File: src/rtl/fmeg_pkg.sv
// ----------------------------------------------------------------------------
// FM envelope generator package
// Shared types, codes, constants and table functions for the envelope block.
// ----------------------------------------------------------------------------
package fmeg_pkg;

  localparam int unsigned LEVEL_W    = 31;
  localparam int unsigned GAIN_W     = 16;
  localparam int unsigned NOTE_W     = 7;
  localparam int unsigned KEY_W      = 4;
  localparam int unsigned RATE_W     = 5;
  localparam int unsigned ERATE_W    = 6;
  localparam int unsigned ERATE_MAX  = 63;
  localparam int unsigned INC_W      = 30;
  localparam int unsigned CFG_IDX_W  = 3;
  localparam int unsigned CFG_DATA_W = 7;

  localparam logic [LEVEL_W-1:0] ONE_Q30   = 31'h4000_0000;
  localparam logic [LEVEL_W-1:0] FLOOR_Q30 = 31'd1073742;
  localparam logic [63:0]        HALF_Q30  = 64'd536870912;
  localparam logic [63:0]        STEP_6DB  = 64'd538145694;

  typedef enum logic [1:0] {
    ACT_TICK    = 2'd0,
    ACT_KEY_ON  = 2'd1,
    ACT_KEY_OFF = 2'd2
  } action_e;

  typedef enum logic [2:0] {
    PH_IDLE    = 3'd0,
    PH_ATTACK  = 3'd1,
    PH_DECAY   = 3'd2,
    PH_SUSTAIN = 3'd3,
    PH_RELEASE = 3'd4
  } phase_e;

  typedef enum logic [CFG_IDX_W-1:0] {
    CFG_ATTACK_RATE   = 3'd0,
    CFG_DECAY_RATE    = 3'd1,
    CFG_SUSTAIN_RATE  = 3'd2,
    CFG_RELEASE_RATE  = 3'd3,
    CFG_SUSTAIN_LEVEL = 3'd4,
    CFG_TOTAL_LEVEL   = 3'd5,
    CFG_KEY_SCALE     = 3'd6,
    CFG_MODE_FLAGS    = 3'd7
  } cfg_idx_e;

  typedef enum logic [1:0] {
    KIND_ATTACK  = 2'd0,
    KIND_DECAY   = 2'd1,
    KIND_RELEASE = 2'd2
  } rate_kind_e;

  typedef struct packed {
    logic [1:0]        action;
    logic [NOTE_W-1:0] note_number;
    logic [15:0]       velocity;
  } in_t;

  typedef struct packed {
    logic [LEVEL_W-1:0] level;
    logic [GAIN_W-1:0]  note_gain;
    logic [2:0]         phase;
  } out_t;

  typedef struct packed {
    logic [CFG_IDX_W-1:0]  index;
    logic [CFG_DATA_W-1:0] data;
  } cfg_t;

  typedef struct packed {
    logic [4:0] attack_rate;
    logic [4:0] decay_rate;
    logic [4:0] sustain_rate;
    logic [3:0] release_rate;
    logic [3:0] sustain_level;
    logic [6:0] total_level;
    logic [1:0] key_scale;
    logic [2:0] mode_flags;
  } cfg_regs_t;

  typedef struct packed {
    phase_e             phase;
    logic [LEVEL_W-1:0] level;
    logic [LEVEL_W-1:0] progress;
    logic [KEY_W-1:0]   key;
  } env_state_t;

  // Quarter-octave ladder of phase times in ns
  function automatic logic [63:0] base_ns(input rate_kind_e kind, input logic [1:0] sel);
    logic [63:0] b;
    if (kind == KIND_ATTACK) begin
      case (sel)
        2'd0:    b = 64'd148500;
        2'd1:    b = 64'd176597;
        2'd2:    b = 64'd210011;
        default: b = 64'd249746;
      endcase
    end else begin
      case (sel)
        2'd0:    b = 64'd450000;
        2'd1:    b = 64'd535143;
        2'd2:    b = 64'd636396;
        default: b = 64'd756807;
      endcase
    end
    return b;
  endfunction

  // Phase time for an effective rate, minimum-time clamps applied
  function automatic logic [63:0] time_ns(input rate_kind_e kind, input int unsigned erate);
    logic [63:0] t;
    logic [5:0]  d;
    d = 6'd0;
    if (erate >= 60) begin
      t = 64'd1000000;
    end else begin
      d = 6'(60 - erate);
      t = base_ns(kind, d[1:0]) << d[5:2];
    end
    if (kind == KIND_ATTACK && t < 64'd1000000) t = 64'd1000000;
    if (kind == KIND_DECAY && t < 64'd100000) t = 64'd100000;
    if (kind == KIND_RELEASE && t < 64'd5000000) t = 64'd5000000;
    return t;
  endfunction

  function automatic logic [LEVEL_W-1:0] sustain_gain(input logic [3:0] sl);
    logic [LEVEL_W-1:0] g;
    case (sl)
      4'd0:    g = 31'd1073741824;
      4'd1:    g = 31'd760150998;
      4'd2:    g = 31'd538145694;
      4'd3:    g = 31'd380977976;
      4'd4:    g = 31'd269711752;
      4'd5:    g = 31'd190941298;
      4'd6:    g = 31'd135176087;
      4'd7:    g = 31'd95697341;
      4'd8:    g = 31'd67748529;
      4'd9:    g = 31'd47962283;
      4'd10:   g = 31'd33954698;
      4'd11:   g = 31'd24038085;
      4'd12:   g = 31'd17017661;
      4'd13:   g = 31'd12047582;
      4'd14:   g = 31'd8529034;
      default: g = 31'd0;
    endcase
    return g;
  endfunction

  function automatic logic [63:0] tl_fine(input logic [2:0] f);
    logic [63:0] g;
    case (f)
      3'd0:    g = 64'd1073741824;
      3'd1:    g = 64'd984917536;
      3'd2:    g = 64'd903441154;
      3'd3:    g = 64'd828704874;
      3'd4:    g = 64'd760150998;
      3'd5:    g = 64'd697268217;
      3'd6:    g = 64'd639587358;
      default: g = 64'd586678122;
    endcase
    return g;
  endfunction

  // Total-level gain: fine step, then one rounded 6 dB step per coarse count.
  // Evaluated at elaboration only.
  function automatic logic [63:0] tl_gain(input logic [6:0] tl);
    logic [63:0] g;
    g = tl_fine(tl[2:0]);
    for (int q = 0; q < 16; q++) begin
      if (q < int'(tl[6:3])) g = (g * STEP_6DB + HALF_Q30) >> 30;
    end
    return g;
  endfunction

  // Key code 0..15 from a note: two per octave, semitones 8..11 of an octave add one.
  // Octave found by compares against the twelve-note boundaries.
  function automatic logic [KEY_W-1:0] key_code(input logic [NOTE_W-1:0] n);
    logic [3:0]        blk;
    logic [NOTE_W-1:0] base;
    logic [NOTE_W-1:0] semi;
    logic [2:0]        oct;
    blk  = 4'd0;
    base = '0;
    for (int k = 1; k <= 10; k++) begin
      if (n >= NOTE_W'(12 * k)) begin
        blk  = blk + 4'd1;
        base = NOTE_W'(12 * k);
      end
    end
    semi = n - base;
    oct  = (blk == 4'd0) ? 3'd0 : (blk > 4'd8) ? 3'd7 : 3'(blk - 4'd1);
    return KEY_W'({oct, (semi > NOTE_W'(7))});
  endfunction

endpackage

File: src/rtl/fmeg_stream_if.sv
// ----------------------------------------------------------------------------
// FM envelope generator stream interface
// Valid/ready channel with a typed payload.
// ----------------------------------------------------------------------------
interface fmeg_stream_if #(
  parameter type payload_t = logic
) ();
  logic     valid;
  logic     ready;
  payload_t payload;

  modport source (output valid, output payload, input ready);
  modport sink (input valid, input payload, output ready);
endinterface

File: src/rtl/fm_adssr_envelope_generator_unit.sv
// ----------------------------------------------------------------------------
// FM attack/decay/sustain-rate/release envelope generator
// Single-voice register-mode envelope, one request per clock while out_o is not stalled.
// ----------------------------------------------------------------------------
// Each request on in_i (sample tick, key-on or key-off) yields exactly one
// result on out_o: level in Q1.30, key-on gain in Q1.15 and the phase. A new
// request is taken every clock unless out_o stalls; the request is held in an
// input register and the whole envelope update (increment table lookup, one
// add or subtract and the limit compares, plus the 16x31 key-on gain multiply)
// runs between that register and the result register, and the envelope state
// register loops back through that same logic. A stalled out_o holds the
// result register and backs up into the input register, after which in_i.ready
// drops. Per-sample increments are fixed tables built at elaboration from
// SAMPLE_RATE_HZ and the rate register maxima. Configuration writes on cfg_i
// are always accepted and must only be made while no request is in flight.
module fm_adssr_envelope_generator_unit import fmeg_pkg::*; #(
  parameter int unsigned RATE_REG_MAX    = 31,
  parameter int unsigned RELEASE_REG_MAX = 15,
  parameter int unsigned SAMPLE_RATE_HZ  = 48000
) (
  input  logic          clk_i,
  input  logic          rst_ni,
  fmeg_stream_if.sink   in_i,
  fmeg_stream_if.source out_o,
  fmeg_stream_if.sink   cfg_i
);

  cfg_regs_t  cfg_q;
  logic       in_valid_q;
  in_t        in_q;
  env_state_t state_q;
  env_state_t state_d;
  logic       out_valid_q;
  out_t       out_q;
  out_t       result_d;
  in_t        in_req;
  cfg_t       cfg_req;
  logic       advance;
  logic       step_en;

  assign in_req  = in_i.payload;
  assign cfg_req = cfg_i.payload;

  // result register free or being emptied this cycle
  assign advance     = !out_valid_q || out_o.ready;
  assign step_en     = in_valid_q && advance;
  assign in_i.ready  = !in_valid_q || advance;
  assign cfg_i.ready = 1'b1;

  assign out_o.valid   = out_valid_q;
  assign out_o.payload = out_q;

  // --- configuration registers ---
  always_ff @(posedge clk_i or negedge rst_ni) begin
    if (!rst_ni) begin
      cfg_q.attack_rate   <= 5'd31;
      cfg_q.decay_rate    <= '0;
      cfg_q.sustain_rate  <= '0;
      cfg_q.release_rate  <= 4'd15;
      cfg_q.sustain_level <= '0;
      cfg_q.total_level   <= '0;
      cfg_q.key_scale     <= '0;
      cfg_q.mode_flags    <= '0;
    end else if (cfg_i.valid) begin
      unique case (cfg_idx_e'(cfg_req.index))
        CFG_ATTACK_RATE:   cfg_q.attack_rate   <= cfg_req.data[4:0];
        CFG_DECAY_RATE:    cfg_q.decay_rate    <= cfg_req.data[4:0];
        CFG_SUSTAIN_RATE:  cfg_q.sustain_rate  <= cfg_req.data[4:0];
        CFG_RELEASE_RATE:  cfg_q.release_rate  <= cfg_req.data[3:0];
        CFG_SUSTAIN_LEVEL: cfg_q.sustain_level <= cfg_req.data[3:0];
        CFG_TOTAL_LEVEL:   cfg_q.total_level   <= cfg_req.data[6:0];
        CFG_KEY_SCALE:     cfg_q.key_scale     <= cfg_req.data[1:0];
        CFG_MODE_FLAGS:    cfg_q.mode_flags    <= cfg_req.data[2:0];
      endcase
    end
  end

  // --- input register ---
  always_ff @(posedge clk_i or negedge rst_ni) begin
    if (!rst_ni) begin
      in_valid_q <= 1'b0;
    end else if (in_i.ready) begin
      in_valid_q <= in_i.valid;
    end
  end

  always_ff @(posedge clk_i) begin
    if (in_i.ready && in_i.valid) in_q <= in_req;
  end

  // --- envelope update ---
  fmeg_env_step #(
    .RATE_REG_MAX    (RATE_REG_MAX),
    .RELEASE_REG_MAX (RELEASE_REG_MAX),
    .SAMPLE_RATE_HZ  (SAMPLE_RATE_HZ)
  ) u_step (
    .state_i  (state_q),
    .item_i   (in_q),
    .cfg_i    (cfg_q),
    .state_o  (state_d),
    .result_o (result_d)
  );

  always_ff @(posedge clk_i or negedge rst_ni) begin
    if (!rst_ni) begin
      state_q.phase    <= PH_IDLE;
      state_q.level    <= '0;
      state_q.progress <= '0;
      state_q.key      <= '0;
    end else if (step_en) begin
      state_q <= state_d;
    end
  end

  // --- result register ---
  always_ff @(posedge clk_i or negedge rst_ni) begin
    if (!rst_ni) begin
      out_valid_q <= 1'b0;
    end else if (advance) begin
      out_valid_q <= in_valid_q;
    end
  end

  always_ff @(posedge clk_i) begin
    if (step_en) out_q <= result_d;
  end

  // --- assertions ---
  a_state_only_on_step: assert property (@(posedge clk_i) disable iff (!rst_ni)
    !step_en |=> $stable(state_q))
    else $error("envelope state changed without a request");

  a_level_in_range: assert property (@(posedge clk_i) disable iff (!rst_ni)
    state_q.level <= ONE_Q30)
    else $error("envelope level above one");

  a_progress_in_range: assert property (@(posedge clk_i) disable iff (!rst_ni)
    state_q.progress < ONE_Q30)
    else $error("release progress not below one");

  a_result_from_request: assert property (@(posedge clk_i) disable iff (!rst_ni)
    $rose(out_valid_q) |-> $past(in_valid_q))
    else $error("result appeared without a request in the input register");

  a_stall_holds_input: assert property (@(posedge clk_i) disable iff (!rst_ni)
    in_valid_q && !advance |=> in_valid_q && $stable(in_q))
    else $error("input register lost a request under stall");

endmodule

File: src/rtl/fmeg_inc_rom.sv
// ----------------------------------------------------------------------------
// FM envelope generator increment table
// Rate register plus key offset to per-sample level increment, one kind.
// ----------------------------------------------------------------------------
module fmeg_inc_rom import fmeg_pkg::*; #(
  parameter rate_kind_e  KIND           = KIND_DECAY,
  parameter int unsigned REG_MAX        = 31,
  parameter int unsigned SAMPLE_RATE_HZ = 48000
) (
  input  logic [RATE_W-1:0] rate_i,
  input  logic [KEY_W-1:0]  ksr_i,
  output logic [INC_W-1:0]  inc_o
);

  localparam logic [63:0] NUM      = 64'd1073741824000000000;
  localparam logic [63:0] FS       = 64'(SAMPLE_RATE_HZ);
  localparam logic [63:0] FADE_DEN = 64'd5000000000 * FS;
  localparam logic [63:0] FADE_INC = (NUM + FADE_DEN / 2) / FADE_DEN;

  logic [ERATE_W-1:0] scale_tbl [2**RATE_W];
  logic [INC_W-1:0]   inc_tbl   [2**ERATE_W];
  logic [ERATE_W:0]   erate_sum;
  logic [ERATE_W-1:0] erate;

  // register scaled to 0..63, saturating past the maximum
  for (genvar r = 0; r < 2**RATE_W; r++) begin : g_scale
    localparam logic [31:0] SC = 32'((r * ERATE_MAX) / REG_MAX);
    assign scale_tbl[r] = (SC > 32'(ERATE_MAX)) ? ERATE_W'(ERATE_MAX) : SC[ERATE_W-1:0];
  end

  for (genvar e = 0; e < 2**ERATE_W; e++) begin : g_inc
    localparam logic [63:0] DEN = time_ns(KIND, e) * FS;
    localparam logic [63:0] INC = (NUM + DEN / 2) / DEN;
    assign inc_tbl[e] = INC[INC_W-1:0];
  end

  assign erate_sum = {1'b0, scale_tbl[rate_i]} + (ERATE_W + 1)'(ksr_i);
  assign erate     = (erate_sum > (ERATE_W + 1)'(ERATE_MAX)) ? ERATE_W'(ERATE_MAX)
                                                             : erate_sum[ERATE_W-1:0];

  always_comb begin
    if (KIND == KIND_RELEASE && rate_i <= RATE_W'(1)) begin
      inc_o = FADE_INC[INC_W-1:0];      // fixed slow fade
    end else if (rate_i == '0) begin
      inc_o = '0;
    end else begin
      inc_o = inc_tbl[erate];
    end
  end

endmodule

File: src/rtl/fmeg_gain.sv
// ----------------------------------------------------------------------------
// FM envelope generator key-on gain
// Velocity times total-level gain, rounded back to Q1.15.
// ----------------------------------------------------------------------------
module fmeg_gain import fmeg_pkg::*; (
  input  logic [6:0]        total_level_i,
  input  logic [15:0]       velocity_i,
  output logic [GAIN_W-1:0] gain_o
);

  localparam int unsigned PROD_W = 16 + LEVEL_W;

  logic [LEVEL_W-1:0] tl_tbl [128];
  logic [PROD_W-1:0]  prod;

  for (genvar g = 0; g < 128; g++) begin : g_tl
    localparam logic [63:0] TLG = tl_gain(7'(g));
    assign tl_tbl[g] = TLG[LEVEL_W-1:0];
  end

  assign prod   = PROD_W'(velocity_i) * PROD_W'(tl_tbl[total_level_i])
                + PROD_W'(HALF_Q30);
  assign gain_o = prod[30 +: GAIN_W];

endmodule

File: src/rtl/fmeg_env_step.sv
// ----------------------------------------------------------------------------
// FM envelope generator step logic
// Next envelope state and result for one request against the current state.
// ----------------------------------------------------------------------------
module fmeg_env_step import fmeg_pkg::*; #(
  parameter int unsigned RATE_REG_MAX    = 31,
  parameter int unsigned RELEASE_REG_MAX = 15,
  parameter int unsigned SAMPLE_RATE_HZ  = 48000
) (
  input  env_state_t state_i,
  input  in_t        item_i,
  input  cfg_regs_t  cfg_i,
  output env_state_t state_o,
  output out_t       result_o
);

  logic               bypass;
  logic               ignore_off;
  logic               hold;
  logic [KEY_W-1:0]   ksr;
  logic [RATE_W-1:0]  dec_rate;
  logic [INC_W-1:0]   att_inc;
  logic [INC_W-1:0]   dec_inc;
  logic [INC_W-1:0]   rel_inc;
  logic [INC_W-1:0]   rel_dec;
  logic [LEVEL_W-1:0] sus;
  logic [GAIN_W-1:0]  key_gain;
  logic [LEVEL_W:0]   att_sum;
  logic [LEVEL_W:0]   prog_sum;
  logic [LEVEL_W-1:0] dec_gap;
  env_state_t         tick_state;
  env_state_t         next_state;
  logic [GAIN_W-1:0]  gain;

  assign bypass     = cfg_i.mode_flags[0];
  assign ignore_off = cfg_i.mode_flags[1];
  assign hold       = cfg_i.mode_flags[2];
  assign ksr        = state_i.key >> (~cfg_i.key_scale);
  assign dec_rate   = (state_i.phase == PH_SUSTAIN) ? cfg_i.sustain_rate : cfg_i.decay_rate;
  assign sus        = sustain_gain(cfg_i.sustain_level);

  fmeg_inc_rom #(
    .KIND           (KIND_ATTACK),
    .REG_MAX        (RATE_REG_MAX),
    .SAMPLE_RATE_HZ (SAMPLE_RATE_HZ)
  ) u_att_rom (
    .rate_i (cfg_i.attack_rate),
    .ksr_i  (ksr),
    .inc_o  (att_inc)
  );

  fmeg_inc_rom #(
    .KIND           (KIND_DECAY),
    .REG_MAX        (RATE_REG_MAX),
    .SAMPLE_RATE_HZ (SAMPLE_RATE_HZ)
  ) u_dec_rom (
    .rate_i (dec_rate),
    .ksr_i  (ksr),
    .inc_o  (dec_inc)
  );

  fmeg_inc_rom #(
    .KIND           (KIND_RELEASE),
    .REG_MAX        (RELEASE_REG_MAX),
    .SAMPLE_RATE_HZ (SAMPLE_RATE_HZ)
  ) u_rel_rom (
    .rate_i (RATE_W'(cfg_i.release_rate)),
    .ksr_i  (ksr),
    .inc_o  (rel_inc)
  );

  fmeg_gain u_gain (
    .total_level_i (cfg_i.total_level),
    .velocity_i    (item_i.velocity),
    .gain_o        (key_gain)
  );

  assign att_sum  = (LEVEL_W + 1)'(state_i.level) + (LEVEL_W + 1)'(att_inc);
  assign prog_sum = (LEVEL_W + 1)'(state_i.progress) + (LEVEL_W + 1)'(rel_inc);
  assign dec_gap  = state_i.level - sus;
  assign rel_dec  = hold ? '0 : rel_inc;

  // one sample of envelope advance
  always_comb begin
    tick_state = state_i;
    unique case (state_i.phase)
      PH_ATTACK: begin
        if (att_sum >= (LEVEL_W + 1)'(ONE_Q30)) begin
          tick_state.level = ONE_Q30;
          tick_state.phase = PH_DECAY;
        end else begin
          tick_state.level = att_sum[LEVEL_W-1:0];
        end
      end
      PH_DECAY: begin
        if (cfg_i.decay_rate == '0) begin
          tick_state.level = ONE_Q30;
          tick_state.phase = PH_SUSTAIN;
        end else if (state_i.level > sus) begin
          if (dec_inc != '0) begin
            if (dec_gap <= LEVEL_W'(dec_inc)) begin
              tick_state.level = sus;
              tick_state.phase = PH_SUSTAIN;
            end else begin
              tick_state.level = state_i.level - LEVEL_W'(dec_inc);
            end
          end
        end else begin
          tick_state.level = sus;
          tick_state.phase = PH_SUSTAIN;
        end
      end
      PH_SUSTAIN: begin
        if (dec_inc != '0) begin
          if ((LEVEL_W + 1)'(state_i.level)
              <= (LEVEL_W + 1)'(dec_inc) + (LEVEL_W + 1)'(FLOOR_Q30)) begin
            tick_state.level = '0;
            tick_state.phase = PH_IDLE;
          end else begin
            tick_state.level = state_i.level - LEVEL_W'(dec_inc);
          end
        end
      end
      PH_RELEASE: begin
        if (prog_sum >= (LEVEL_W + 1)'(ONE_Q30)) begin
          tick_state.progress = '0;
          tick_state.level    = '0;
          tick_state.phase    = PH_IDLE;
        end else begin
          tick_state.progress = prog_sum[LEVEL_W-1:0];
          if ((LEVEL_W + 1)'(state_i.level)
              <= (LEVEL_W + 1)'(rel_dec) + (LEVEL_W + 1)'(FLOOR_Q30)) begin
            tick_state.level = '0;
            tick_state.phase = PH_IDLE;
          end else begin
            tick_state.level = state_i.level - LEVEL_W'(rel_dec);
          end
        end
      end
      default: begin
      end
    endcase
  end

  // next state by request kind
  always_comb begin
    next_state = state_i;
    case (item_i.action)
      ACT_TICK: begin
        if (bypass) next_state.level = ONE_Q30;
        else        next_state = tick_state;
      end
      ACT_KEY_ON: begin
        next_state.key      = key_code(item_i.note_number);
        next_state.progress = '0;
        if (!bypass) next_state.phase = PH_ATTACK;
      end
      ACT_KEY_OFF: begin
        if (!ignore_off && !bypass) begin
          next_state.phase    = PH_RELEASE;
          next_state.progress = '0;
        end
      end
      default: begin
      end
    endcase
  end

  // result fields
  always_comb begin
    gain = '0;
    if (item_i.action == ACT_KEY_ON) gain = bypass ? item_i.velocity : key_gain;
    result_o.level     = bypass ? ONE_Q30 : next_state.level;
    result_o.note_gain = gain;
    result_o.phase     = next_state.phase;
  end

  assign state_o = next_state;

endmodule
File: src/flat_wrapper.sv
// flat-port wrapper written by rule: the top's interface ports become plain ports
module fm_adssr_envelope_generator_unit_flat import fmeg_pkg::*;
#(
  parameter int unsigned RATE_REG_MAX    = 31,
  parameter int unsigned RELEASE_REG_MAX = 15,
  parameter int unsigned SAMPLE_RATE_HZ  = 48000
)
  (clk_i, rst_ni, in_i_valid, in_i_payload, in_i_ready, out_o_valid, out_o_payload, out_o_ready, cfg_i_valid, cfg_i_payload, cfg_i_ready);
  fmeg_stream_if in_i_i ();
  fmeg_stream_if out_o_i ();
  fmeg_stream_if cfg_i_i ();
  input  logic clk_i;
  input  logic rst_ni;
  input wire logic [$bits(in_i_i.valid)-1:0] in_i_valid;
  input wire logic [$bits(in_i_i.payload)-1:0] in_i_payload;
  output wire logic [$bits(in_i_i.ready)-1:0] in_i_ready;
  output wire logic [$bits(out_o_i.valid)-1:0] out_o_valid;
  output wire logic [$bits(out_o_i.payload)-1:0] out_o_payload;
  input wire logic [$bits(out_o_i.ready)-1:0] out_o_ready;
  input wire logic [$bits(cfg_i_i.valid)-1:0] cfg_i_valid;
  input wire logic [$bits(cfg_i_i.payload)-1:0] cfg_i_payload;
  output wire logic [$bits(cfg_i_i.ready)-1:0] cfg_i_ready;
  assign in_i_i.valid = in_i_valid;
  assign in_i_i.payload = in_i_payload;
  assign in_i_ready = in_i_i.ready;
  assign out_o_valid = out_o_i.valid;
  assign out_o_payload = out_o_i.payload;
  assign out_o_i.ready = out_o_ready;
  assign cfg_i_i.valid = cfg_i_valid;
  assign cfg_i_i.payload = cfg_i_payload;
  assign cfg_i_ready = cfg_i_i.ready;
  fm_adssr_envelope_generator_unit #(.RATE_REG_MAX(RATE_REG_MAX), .RELEASE_REG_MAX(RELEASE_REG_MAX), .SAMPLE_RATE_HZ(SAMPLE_RATE_HZ)) u_core (.clk_i(clk_i), .rst_ni(rst_ni), .in_i(in_i_i), .out_o(out_o_i), .cfg_i(cfg_i_i));
endmodule
File: config.mk
export PLATFORM = sky130hd
export DESIGN_NAME = fm_adssr_envelope_generator_unit_flat
export DESIGN_NICKNAME = d
export VERILOG_FILES = /design/src/rtl/fmeg_pkg.sv /design/src/rtl/fmeg_stream_if.sv /design/src/rtl/fm_adssr_envelope_generator_unit.sv /design/src/rtl/fmeg_inc_rom.sv /design/src/rtl/fmeg_gain.sv /design/src/rtl/fmeg_env_step.sv /design/src/flat_wrapper.sv
export SDC_FILE = /design/constraint.sdc
export NUM_CORES = 1
export LEC_CHECK = 0
export ABC_CLOCK_PERIOD_IN_PS = 3800
export BUFFER_PORTS_ARGS = -buffer_cell sky130_fd_sc_hd__buf_2
export CAP_MARGIN = 25
export CORE_MARGIN = 4
export CORE_UTILIZATION = 60
export CTS_BUF_LIST = sky130_fd_sc_hd__clkbuf_2
export CTS_CLUSTER_SIZE = 30
export DETAILED_ROUTE_END_ITERATION = 8
export GPL_TIMING_DRIVEN = 0
export MAX_ROUTING_LAYER = met4
export PLACE_DENSITY = 0.78
export SYNTH_ARGS = -nofsm -noshare
export SYNTH_HDL_FRONTEND = slang
export SYNTH_SLANG_ARGS = --single-unit
File: constraint.sdc
create_clock -name clk_i -period 3.8 [get_ports clk_i]
set_input_delay 0.76 -clock clk_i [delete_from_list [all_inputs] [get_ports clk_i]]
set_output_delay 0.76 -clock clk_i [all_outputs]
set_load 0.01 [all_outputs]
Word level (Yosys, flattened, before mapping)
Memory sizes are Yosys's and may differ from the RTL's.
Index checks and enable logic that the tools add are counted.
Widths: inputs -> output; s select.

operators by class
  $add $sub $neg = 3
  mux-type cells = 13
  eq/ne operators = 3
  order comparisons = 6
  reduce and logical (&&, ||, !) cells = 9
  bitwise logic cells = 2

operators with widths
  operator                count
  $pmux 34 s3             1
  $mux 31                 3
  $mux 30                 3
  $mux 65                 1
  $ge 32x31->1 const B    2
  $add 31x23->32 const B  1
  $add 31x30->32          1
  $le 31x23->1 const B    1
  $sub 31x23->31 const B  1
  $mux 6                  3
  $ge 7x7->1 const B      1
  $not 6->7               1
  $ge 6x6->1 const B      1
  $gt 6x6->1 const B      1
  $mux 3                  2
  $not 5->6               1
  $logic_not 5->1         1
  $reduce_and 2->1        2
  $eq 3x1->1 const B      1
  $eq 3x2->1 const B      1
  $eq 3x3->1 const B      1
  $reduce_bool 3->1       1
  $logic_not 1->1         2
  $logic_or 1x1->1        2
  $logic_and 1x1->1       1

word-level totals
  bits of input ports = 7
  register bits = 73
  bits in read-only memories = 2,112
  memories kept = 2

memories
  name              depth  bits a word  read ports  clocked after Yosys merged registers in  wr ports  RTL line            source
  (name not given)  64     30           1           0                                        0         fmeg_inc_rom.sv:47  inc_o = inc_tbl[erate];
  (name not given)  32     6            1           0                                        0         fmeg_inc_rom.sv:37  assign erate_sum = {1'b0, scale_tbl[rate_i]} + (ERATE_W + 1)'(ksr_i);

Logic depth before layout (Yosys ltp)
  depth in word-level cells = 15
  depth in mapped cells = 13

Modules after synthesis
Synthesis repeated with hierarchy kept, for this count alone.

second synthesis, totals
  cells, all modules = 5,945
  area, all modules = 44,732.9 µm²

by module, submodules not included
  module                                   cells each  area each (µm²)  instances  seq. area each (µm²)
  fmeg_gain                                2,458       19,680.1         1          0.0
  fmeg_env_step                            2,365       15,970.3         1          0.0
  fm_adssr_envelope_generator_unit         163         2,832.7          1          1,889.3
  fmeg_inc_rom at u_core.u_step.u_dec_rom  363         2,318.5          1          0.0
  fmeg_inc_rom at u_core.u_step.u_att_rom  314         2,113.3          1          0.0
  fmeg_inc_rom at u_core.u_step.u_rel_rom  282         1,818.0          1          0.0

Worst setup path after synthesis
No wires, ideal clock.

  path kind = register to register
  start point = reg u_core.cfg_q[33] (netlist bit)
  end point = reg u_core.state_q[66] (netlist bit)
  path buffers = 1
  required time = 3,679 ps
  stages on the path, launching flop included = 14
  arrival time = 3,056 ps
  clock period less this slack = 3,177 ps
  setup time = 121 ps
  slack = 623 ps
  cells stage by stage = dfstp_2 -> or2_2 -> ha_1 -> fa_1 -> a21o_1 -> a221oi_2 -> o21a_2 -> o21ai_2 -> a32o_1 -> o2111a_1 -> o21ai_2 -> buf_4 -> nand2_1 -> a22o_1

between the ends
  cells in the longest elaborated chain, start to end = 15
  elaborated cells between the ends (all ways) = 16

RTL lines
  item                                        RTL line                                 source
  start, declared                             fm_adssr_envelope_generator_unit.sv:28   cfg_regs_t cfg_q;
  $not 5->6 (not written as such)             fmeg_inc_rom.sv:37
  $mem_v2 32x6                                n/a
  $mux 6 (not written as such) (2 in a row)   fmeg_inc_rom.sv:37
  $gt 6x6->1                                  fmeg_inc_rom.sv:38                       assign erate = (erate_sum > (ERATE_W + 1)'(ERATE_MAX)) ? ERATE_W'(ERATE_MAX)
  $mux 6                                      fmeg_inc_rom.sv:38
  $not 6->7 (not written as such)             fmeg_inc_rom.sv:47
  $mem_v2 64x30                               n/a
  $mux 30 (not written as such) (2 in a row)  fmeg_inc_rom.sv:47
  $mux 30 (*)                                 fmeg_inc_rom.sv:44                       end else if (rate_i == '0) begin
  $add 31x30->32 (*)                          fmeg_env_step.sv:78                      assign att_sum = (LEVEL_W + 1)'(state_i.level) + (LEVEL_W + 1)'(att_inc);
  $ge 32x31->1 (*)                            fmeg_env_step.sv:88                      if (att_sum >= (LEVEL_W + 1)'(ONE_Q30)) begin
  $mux 3 (*)                                  fmeg_env_step.sv:88
  $pmux 34 s3 (*)                             fmeg_env_step.sv:86                      unique case (state_i.phase)
  end signal, assigned                        fm_adssr_envelope_generator_unit.sv:111  state_q <= state_d;
  end, declared                               fm_adssr_envelope_generator_unit.sv:31   env_state_t state_q;

Mark *: on every way between the ends. The rest lies on a longest branch, timed or not. The select of a mux whose other input is x is not followed.
A chain may end at the register's enable or synchronous reset.

Worst setup path in the final report
Ends and elaborated chain as after synthesis.

==> flow_summary.json <==
{
  "cpPeakStageDelay_ns": 0.47,
  "min_period_ns": 3.647,
  "p_int_uw": 840.5,
  "clock_skew_ns": 0.03425,
  "clock_sinks": 38,
  "finalWirelength_um": 6451,
  "async_flop_share_pct": 97.37,
  "grt_max_degree": 38,
  "r2r-end": "u_core.state_q[66]",
  "fillers": 425,
  "path_buf_inv": 1,
  "timing.setup.tns_ns": 0,
  "final_hold_viol_count": 0,
  "die_area_sq_um": 6112,
  "dieWidth_um": 78.18,
  "path_max_fanout": 10,
  "maxSlewViolCount": 0,
  "clockPowerShare_pct": 11.7,
  "seqPwrFrac_pct": 36.3,
  "coreArea_sq_um": 4755,
  "p_total_mw": 1.544,
  "critPathSlowestCell": "dfstp_2",
  "ios": 11,
  "clk_latency_ns": 0.40,
  "drt_iter0_markers": 163,
  "worst-r2r-setup-slack_ns": 0.15,
  "netSwitchingFraction_pct": 45.55,
  "ys_seq_area_share_pct": 32.43,
  "cts.reportedPaths.clkPinSlew_ns": 0.21,
  "yosysWarnings": 0,
  "p_leak_nw": 1.447,
  "slew_headroom_pct": 45.59,
  "finalCritPeriodShare_pct": 95.97,
  "drc": 0,
  "antennaDiodeCount": 0,
  "globalRouteOverflowTotal": 0,
  "gp_congestion": 0.9417,
  "crit_type": "reg2reg",
  "track_usage_pct": 23.76,
  "startpoint_type": "register",
  "worst_slew_pin_slew_ns": 0.8162,
  "cts_made_buffers": 5,
  "min_path_type": "in2async",
  "finalSetupViolCount": 0,
  "drive_gt1_share_pct": 9.893,
  "synth_seq_cells": 38,
  "syn_inst": 349,
  "cts_root_buffer": "clkbuf_2",
  "cp_top_family": "compound AO/OA/AOI/OAI gates",
  "required_ns": 4.10,
  "cap_viol_max_count": 0,
  "ys_types": 52,
  "first_pass_iters": 4,
  "post_synth.cell_area_avg_sq_um": 8.468,
  "arrival_ns": 3.94,
  "max_freq_mhz": 274.2,
  "vias": 2587,
  "grt_pass1_vias": 2557,
  "nets": 408,
  "route.detailed.wl_per_inst_um": 14.63,
  "fp-row-count": 25,
  "hpwl_um": 4801,
  "combPwrFrac_pct": 52.0,
  "p_switching_uw": 703.1,
  "antenna_left": 0,
  "initial_core_util_pct": 62.16,
  "drt-vias-per-instance": 5.866,
  "status": "finished, final reports clean",
  "port_buffers": 8,
  "antenna_found_initial": 0,
  "cts_tree": "done",
  "grt_pass1_wl_um": 11470,
  "cp_cell_sequence": "or2_2, ha_1, fa_1, a21o_1, a221oi_2, o21a_2, o21ai_2, a32o_1, o2111a_1, o21ai_4, buf_4, nand2_1, a22o_1",
  "irDropWorstVdd_v": 0.0004053,
  "endpoint_kind": "register",
  "cts_max_level": 2,
  "syn-cell-area_sq_um": 2955,
  "r2r-start": "u_core.cfg_q[33]",
  "clk_path_buf_depth": 2,
  "die_h_um": 78.18,
  "reg2reg_depth": 13,
  "cts_hold_buf": 0,
  "synth-edff-count": 1,
  "rsz0062_at_grt": "false",
  "synth_flop_cell": "dfrtp_1",
  "power_density_nw_per_um2": 488.6,
  "syn_to_final_growth_pct": 6.901
}
## Yosys cell counts, types with 5 or more instances
master / number / share of area [%]
ha_1: 27 / 11
a21oi_1: 33 / 5.6
nor2_1: 15 / 1.9
xnor2_1: 10 / 3.0
inv_1: 8 / 1.0
o31ai_1: 18 / 4.6
or3_1: 5 / 1.1
dfrtp_1: 35 / 30
o21ai_0: 17 / 2.9
xor2_1: 12 / 3.6
nand3_1: 7 / 1.2
nand2_1: 60 / 7.6
a21o_1: 12 / 3.0
and3_1: 5 / 1.1
o211ai_1: 5 / 1.3
clkbuf_1: 16 / 2.0
## metal layers
layer / global-route usage, % / vias up / wire [um]
met5: - / - / 0
met1: 29.38 / 1234 / 2998
li1: - / 1293 / -
met4: 6.119 / 0 / 79
met2: 40.50 / 51 / 3140
met3: 4.128 / 9 / 232
## cell families (layout without fill, tap and decap cells)
group,Yosys count,after routing,share of synthesized area (%)
adder cells (fa/ha/maj),28,28,12.11
AND/OR/NAND/NOR,115,115,17.70
flip-flops,38,38,32.43
XOR/XNOR,22,22,6.520
multiplexers,1,1,0.3810
AO/OA/AOI/OAI,114,114,26.55
other,2,11,0.2541
buffers and inverters,29,45,4.064
## power groups by stage
stage / Combinational, mW / Clock (mW) / Sequential (mW)
2_1_floorplan: 0.609 / 0 / 0.556
3_3_place_gp: 0.763 / 0 / 0.566
3_5_place_dp: 0.783 / 0 / 0.568
4_1_cts: 0.788 / 0.187 / 0.560
5_1_grt: 0.906 / 0.205 / 0.571
6_report: 0.803 / 0.181 / 0.560
## through the flow
step / instance area (sq um) / utilization (%) / setup WS, ns / hold slack [ns] / instances
after floorplan: 2989 / - / 0.6234 / 0.4551 / 358
after global placement: 3113 / 65.47 / 0.2382 / 0.4689 / 433
after detailed placement: 3113 / 65.47 / 0.1814 / 0.4759 / 433
after CTS: 3152 / 66.29 / 0.1382 / 0.4387 / 441
after global routing: 3159 / 66.45 / 0.01915 / 0.4149 / 441
final: 3159 / 66.45 / 0.1533 / 0.4098 / 441
## cell usage in the layout (no fill, tap or decap), types with 4 or more instances in the layout
| cell type | n |
|---|---|
| nor3_1 | 4 |
| nor2_1 | 15 |
| clkbuf_1 | 16 |
| a21oi_1 | 33 |
| buf_2 | 11 |
| conb_1 | 11 |
| nand3_1 | 7 |
| ha_1 | 27 |
| nor2b_1 | 4 |
| clkbuf_2 | 6 |
| or3_1 | 5 |
| o31ai_1 | 18 |
| and3_1 | 5 |
| xnor2_1 | 10 |
| inv_1 | 8 |
| o21bai_1 | 4 |
| nand2_1 | 60 |
| a21o_1 | 12 |
| o21ai_0 | 17 |
| xor2_1 | 12 |
| o211ai_1 | 5 |
| dfrtp_1 | 35 |
## area by class of cell
| class | count | area (sq um) | share of cell area, % |
|---|---|---|---|
| sequential | 38 | 958.4 | 30.34 |
| multi-input combinational | 291 | 1918 | 60.71 |
| buffer | 21 | 90.09 | 2.851 |
| tap | 67 | 83.83 | 2.653 |
| inverter | 8 | 30.03 | 0.9505 |
| clock buffer | 6 | 30.03 | 0.9505 |
| timing repair buffer | 8 | 40.04 | 1.267 |
| clock inverter | 2 | 8.758 | 0.2772 |
## sequential cells by signal (all words and copies together) (netlist names)
register and cells:
u_core.state_q 33, u_core.out_o.payload 1, u_core.cfg_q 2, u_core.in_valid_q 1, u_core.out_o.valid 1
## worst max path at each step
stage	startpoint	endpoint	slack, ns	cells past startpoint
2_1_floorplan	u_core.cfg_q[33]	u_core.state_q[66]	0.62	13
3_3_place_gp	u_core.cfg_q[33]	u_core.state_q[66]	0.24	13
3_5_place_dp	u_core.cfg_q[33]	u_core.state_q[66]	0.18	13
4_1_cts	u_core.cfg_q[33]	u_core.state_q[66]	0.14	13
5_1_grt	u_core.cfg_q[33]	u_core.state_q[66]	0.02	13
6_report	u_core.cfg_q[33]	u_core.state_q[66]	0.15	13
## timing repair
item	in CTS	in global routing
endpoints found under the hold margin	0	0
setup buffers	0	0
setup endpoints to repair	0	2
resized for setup	0	1
No activity file was read; power rests on OpenSTA's default activity.
